### config.mk
export PLATFORM = sky130hd
export DESIGN_NAME = tpr_pair_cell
export DESIGN_NICKNAME = d
export VERILOG_FILES = /design/src/rtl/tpr_pkg.sv /design/src/rtl/tpr_pair_cell.sv
export SDC_FILE = /design/constraint.sdc
export NUM_CORES = 1
export LEC_CHECK = 0
export BUFFER_PORTS_ARGS = -buffer_cell sky130_fd_sc_hd__buf_2
export CORE_ASPECT_RATIO = 0.8
export CORE_MARGIN = 2
export CORE_UTILIZATION = 50
export CTS_BUF_LIST = sky130_fd_sc_hd__clkbuf_4 sky130_fd_sc_hd__clkbuf_8
export DETAILED_ROUTE_END_ITERATION = 8
export PLACE_DENSITY = 0.82
export SLEW_MARGIN = 10
export SYNTH_ARGS = -nofsm -noshare
export SYNTH_HDL_FRONTEND = slang
export SYNTH_SLANG_ARGS = --single-unit
### constraint.sdc
create_clock -name clk -period 2.4 [get_ports clk]
set_input_delay 0.24 -clock clk [delete_from_list [all_inputs] [get_ports clk]]
set_output_delay 0.24 -clock clk [all_outputs]
set_load 0.1 [all_outputs]
### src/rtl/tpr_pkg.sv
// Package for the token pairing relay table: action codes, state type,
// query records that travel along the cell chains, and the code trim function.
`timescale 1ns / 1ps
package tpr_pkg;

	localparam int CODE_W     = 152;
	localparam int CODE_BYTES = 19;
	localparam int TOK_IDX_W  = 8;
	localparam int PAIR_IDX_W = 10;
	localparam int PAIR_CNT_W = 11;

	localparam logic [2:0] ACT_STORED   = 3'd0;
	localparam logic [2:0] ACT_PAIRED   = 3'd1;
	localparam logic [2:0] ACT_FORWARD  = 3'd2;
	localparam logic [2:0] ACT_NOROUTE  = 3'd3;
	localparam logic [2:0] ACT_TOKFULL  = 3'd4;
	localparam logic [2:0] ACT_LINKFULL = 3'd5;

	typedef enum logic [1:0] {
		ST_IDLE,
		ST_BUSY,
		ST_DONE
	} state_t;

	typedef struct packed {
		logic                 valid;
		logic [CODE_W-1:0]    code;
		logic [31:0]          ip;
		logic [15:0]          port;
		logic                 matched;
		logic [TOK_IDX_W-1:0] m_idx;
		logic [31:0]          m_ip;
		logic [15:0]          m_port;
		logic                 free;
		logic [TOK_IDX_W-1:0] f_idx;
	} tok_query_t;

	typedef struct packed {
		logic                  valid;
		logic [31:0]           ip;
		logic [15:0]           port;
		logic                  hit;
		logic [PAIR_IDX_W-1:0] idx;
		logic [31:0]           dip;
		logic [15:0]           dport;
	} pair_query_t;

	function automatic logic [CODE_W-1:0] trim_code(input logic [CODE_W-1:0] raw);
		logic [CODE_W-1:0] res;
		logic              ended;
		res   = raw;
		ended = 1'b0;
		for (int i = 0; i < CODE_BYTES; i++) begin
			if (ended) begin
				res[i*8 +: 8] = 8'h00;
			end else if (raw[i*8 +: 8] == 8'h00) begin
				ended = 1'b1;
			end
		end
		return res;
	endfunction

endpackage

### src/rtl/tpr_pair_cell.sv
// One link-table pair: holds both endpoints, checks the passing lookup.
// Depends on tpr_pkg.
`timescale 1ns / 1ps
module tpr_pair_cell
	import tpr_pkg::*;
#(
	parameter int IDX = 0
) (
	input  logic                  clk,
	input  logic                  arst_n,
	input  pair_query_t           q_in,
	output pair_query_t           q_out,
	input  logic [PAIR_CNT_W-1:0] count,
	input  logic                  wr_en,
	input  logic [PAIR_CNT_W-1:0] wr_idx,
	input  logic [31:0]           wr_first_ip,
	input  logic [15:0]           wr_first_port,
	input  logic [31:0]           wr_second_ip,
	input  logic [15:0]           wr_second_port
);

	localparam logic [PAIR_CNT_W-1:0] MY_IDX = PAIR_CNT_W'(IDX);

	logic [31:0] first_ip_q;
	logic [15:0] first_port_q;
	logic [31:0] second_ip_q;
	logic [15:0] second_port_q;
	logic        active;
	pair_query_t q_next;

	always_ff @(posedge clk) begin
		if (wr_en && wr_idx == MY_IDX) begin
			first_ip_q    <= wr_first_ip;
			first_port_q  <= wr_first_port;
			second_ip_q   <= wr_second_ip;
			second_port_q <= wr_second_port;
		end
	end

	assign active = MY_IDX < count;

	always_comb begin
		q_next = q_in;
		if (!q_in.hit && active) begin
			if (first_ip_q == q_in.ip && first_port_q == q_in.port) begin
				q_next.hit   = 1'b1;
				q_next.idx   = MY_IDX[PAIR_IDX_W-1:0];
				q_next.dip   = second_ip_q;
				q_next.dport = second_port_q;
			end else if (second_ip_q == q_in.ip && second_port_q == q_in.port) begin
				q_next.hit   = 1'b1;
				q_next.idx   = MY_IDX[PAIR_IDX_W-1:0];
				q_next.dip   = first_ip_q;
				q_next.dport = first_port_q;
			end
		end
	end

	always_ff @(posedge clk or negedge arst_n) begin
		if (!arst_n) begin
			q_out.valid <= 1'b0;
		end else begin
			q_out <= q_next;
		end
	end

endmodule
==> summary.md <==
| Metric | Value |
|---|---|
| Outcome | `finished with violations` |
| Failing checks | `setup timing` |
| Hold slack | `13.45 ps` |
| CTS buffer count | `30` |
| Avg Cell Area, Syn | `15.56 sq um` |
| Rows | `42` |
| Slowest cell delay on critical path | `490 ps` |
| Distinct cells, synth | `18` |
| Placer Congestion | `0.8266` |
| PD cells | `648.4 nW/um^2` |
| Mapped Cells | `536` |
| Post-DP HPWL | `17,860 microns` |
| Final std cell area, no fill | `13,790 sq um` |
| Maxcap violations | `0` |
| Chip width | `148.4 microns` |
| Worst Hold Class | `primary input to flop` |
| Initial antenna violation count | `0` |
| Root Driver | `clkbuf_8` |
| R2R setup slack | `-210 ps` |
| Max Freq | `0.3832 GHz` |
| Port Buf Inserts | `336` |
| Worst EP arrival | `2900 ps` |
| Final Slew Violations | `0` |
| CTS Sinks | `204` |
| Worst hold start | `q_in[12]` |
| Critical-path cell list | `xnor2_1 > nand4_1 > nor4_1 > buf_4 > nand4_1 > buf_4 > buf_6 > o32ai_4 > a21oi_2` |
| Synth Register Bits | `204` |
| GRT Resource Usage Total | `0.3179` |
| Worst-Skew Late Latency | `560 ps` |
| R2r endpoint | `q_out[14]` |
| Tcrit/Tclk final | `1.087` |
| Leak Pwr | `5.358 nW` |
| Vias | `7,557` |
| Placed cell area | `10,520 sq um` |
| GR Overflow Total | `0` |
| Worst setup path class | `flop to flop` |
| Post-synthesis async set-or-reset flop share | `0.004902` |
| Vias in the first global route | `7,759` |
| Synth warn | `0` |
| Die area | `17,730 sq um` |
| Worst Hold Path EP | `q_out[12]` |
| Register area share after synthesis | `0.7340` |
| Initial core utilization | `0.5070` |
| H-tree depth | `1` |
| Final nets | `1,321` |
| Data required, critical path | `2690 ps` |
| Layout overhead on the synthesized area | `65.37%` |
| Fin. Hold Viols | `0` |
| Top_reg_cell synth | `edfxtp_1` |
| Min-Delay Path Depth | `3` |
| Worst Slack Setup Final | `-209.3 ps` |
| Maximum fanout along the worst path | `29` |
| CTS tree | `done` |
| First-pass GRT wire length | `42,340 microns` |
| Fin Clk Skew | `32.25 ps` |
| N_diodes | `0` |
| Antenna viol nets, final | `0` |
| Final min period | `2609 ps` |
| DRT iter0 DRCs | `747` |
| Max rail drop VDD | `0.5252 mV` |
| Number of flops mapped to enable cells by yosys | `203` |
| Core area | `16,450 sq um` |
| First-pass DRT Iterations | `7` |
| Via density | `5.661` |
| Worst Reg-to-Reg Cells | `9` |
| Slowest-stage cell, CP | `edfxtp_1` |
| Wire per inst | `24.11 microns` |
| Slew at the pin closest to its max-slew limit | `635.4 ps` |
| Routed WL | `32,190 microns` |
| Fraction of final layout cells sized beyond drive strength 1 | `0.4664` |
| Post-Place Worst Slack | `-247.8 ps` |
| Final setup fails | `59` |
| Reg clk slew, reported paths | `70 ps` |
| I/O pin count | `337` |
| Residual DRC count | `0` |
| Max Root-Sink Buffers | `3` |
| RR Startpoint | `first_ip_q[26]` |
| RSZ-0062 raised after global routing | `true` |
| Largest net degree at the start of global routing | `106` |
| CP Capture Type | `flop` |
| Chip height | `119.5 microns` |
| Max_slew headroom | `0.5764` |
| Post-synth net total | `765` |
| Critical path launch point type | `flop` |
| Synth Cell Area | `8339 sq um` |
-- what timing repair did --
| action | 4_1_cts | 5_1_grt |
|---|---|---|
| gates cloned | 1 | 3 |
| setup endpoints to repair | 49 | 59 |
| resized for setup | 17 | 117 |
| pin swaps | 1 | 10 |
| hold buffers | 171 | 2 |
| hold endpoints to repair | 174 | 2 |
| buffers inserted | 2 | 1 |
-- final cells by class --
| class | instances | area, sq um |
|---|---|---|
| sequential | 204 | 6121 |
| timing repair buffer | 547 | 3851 |
| multi-input combinational | 261 | 2769 |
| fill | 805 | 2658 |
| clock buffer | 44 | 524.3 |
| tap | 220 | 275.3 |
| inverter | 48 | 180.2 |
| clock inverter | 11 | 70.07 |
-- how the worst max path moves through the flow --
| stage | endpoint | depth (start not counted) | startpoint |
|---|---|---|---|
| floorplan | first_ip_q[0] | 2 | wr_idx[2] |
| global placement | q_out[5] | 7 | second_ip_q[2] |
| detailed placement | q_out[21] | 9 | second_ip_q[26] |
| CTS | q_out[18] | 10 | second_ip_q[31] |
| global route | q_out[15] | 8 | second_port_q[9] |
| finish | q_out[14] | 9 | first_ip_q[26] |
-- cell usage in the layout (no fill, tap or decap) --
cell type	count
edfxtp_1	203
buf_8	1
o32ai_4	19
buf_6	2
clkinv_2	2
nand4_1	39
dfrtp_1	1
and3_1	10
a21oi_2	34
buf_2	335
a21oi_4	6
nor4_2	3
dlygate4sd3_1	173
bufinv_16	1
xnor2_2	7
nor4_1	10
clkinv_1	8
o32ai_1	2
and2_4	1
o32ai_2	27
buf_4	26
and3_2	1
clkbuf_8	31
inv_1	48
nand2b_1	1
clkbuf_16	2
xnor2_1	89
nor4b_1	1
and3_4	1
a31oi_1	1
clkbuf_4	13
nor3_1	1
a21oi_1	8
buf_12	8
-- Yosys cell counts (all sizes together) (7+ instances only) --
| master | instances | area share |
|---|---|---|
| nand4 | 39 | 0.029 |
| xnor2 | 96 | 0.10 |
| and3 | 12 | 0.0090 |
| a21oi | 48 | 0.029 |
| buf | 7 | 0.0053 |
| o32ai | 48 | 0.050 |
| inv | 48 | 0.022 |
| clkbuf | 16 | 0.0072 |
| edfxtp | 203 | 0.73 |
| nor4 | 13 | 0.0098 |
-- routing by layer --
metal  track usage  wire length [microns]
met2        0.5613                  16400
met3       0.06236                   3046
met1        0.3862                  11350
met5             0                      0
met4        0.1262                   1400
-- kinds of logic (layout without fill, tap and decap cells) --
kind of cell | count (synthesis) | count (layout) | synth area share
XOR/XNOR | 96 | 96 | 0.1008
AND/OR/NAND/NOR | 68 | 68 | 0.05116
buffers and inverters | 71 | 650 | 0.03406
flip-flops | 204 | 204 | 0.7340
AO/OA/AOI/OAI | 97 | 97 | 0.07997
-- power by group --
part	switching, mW	internal [mW]	leakage, nW
combinational	1.45	0.525	3.12
sequential	0.0466	4.08	1.92
clock	1.34	1.50	0.317
total	2.83	6.11	5.36
-- critical path: cells and delay by family, from the launching register on --
family / cells / cell delay, ps
compound gates: 2 / 290
simple gates: 3 / 610
flops: 1 / 490
xor+xnor: 1 / 310
buf+inv: 3 / 650
-- sequential cells by signal, summed over array words and instances, names as in the netlist --
signal	cells
q_out	108
first_ip_q	32
second_ip_q	32
first_port_q	16
second_port_q	16
-- stage by stage --
stage / TNS [ps] / std cells / util / total power [mW]
after floorplan: 0 / 536 / - / 5.394
after detailed placement: -6536 / 1100 / 0.6397 / 5.871
after CTS: -112.9 / 1329 / 0.7881 / 8.811
final: -7750 / 1335 / 0.8384 / 8.942
after global routing: -10540 / 1335 / 0.8384 / 9.149
after global placement: -2018 / 1100 / 0.6397 / 5.856
Power figures use the tool's default switching activity.
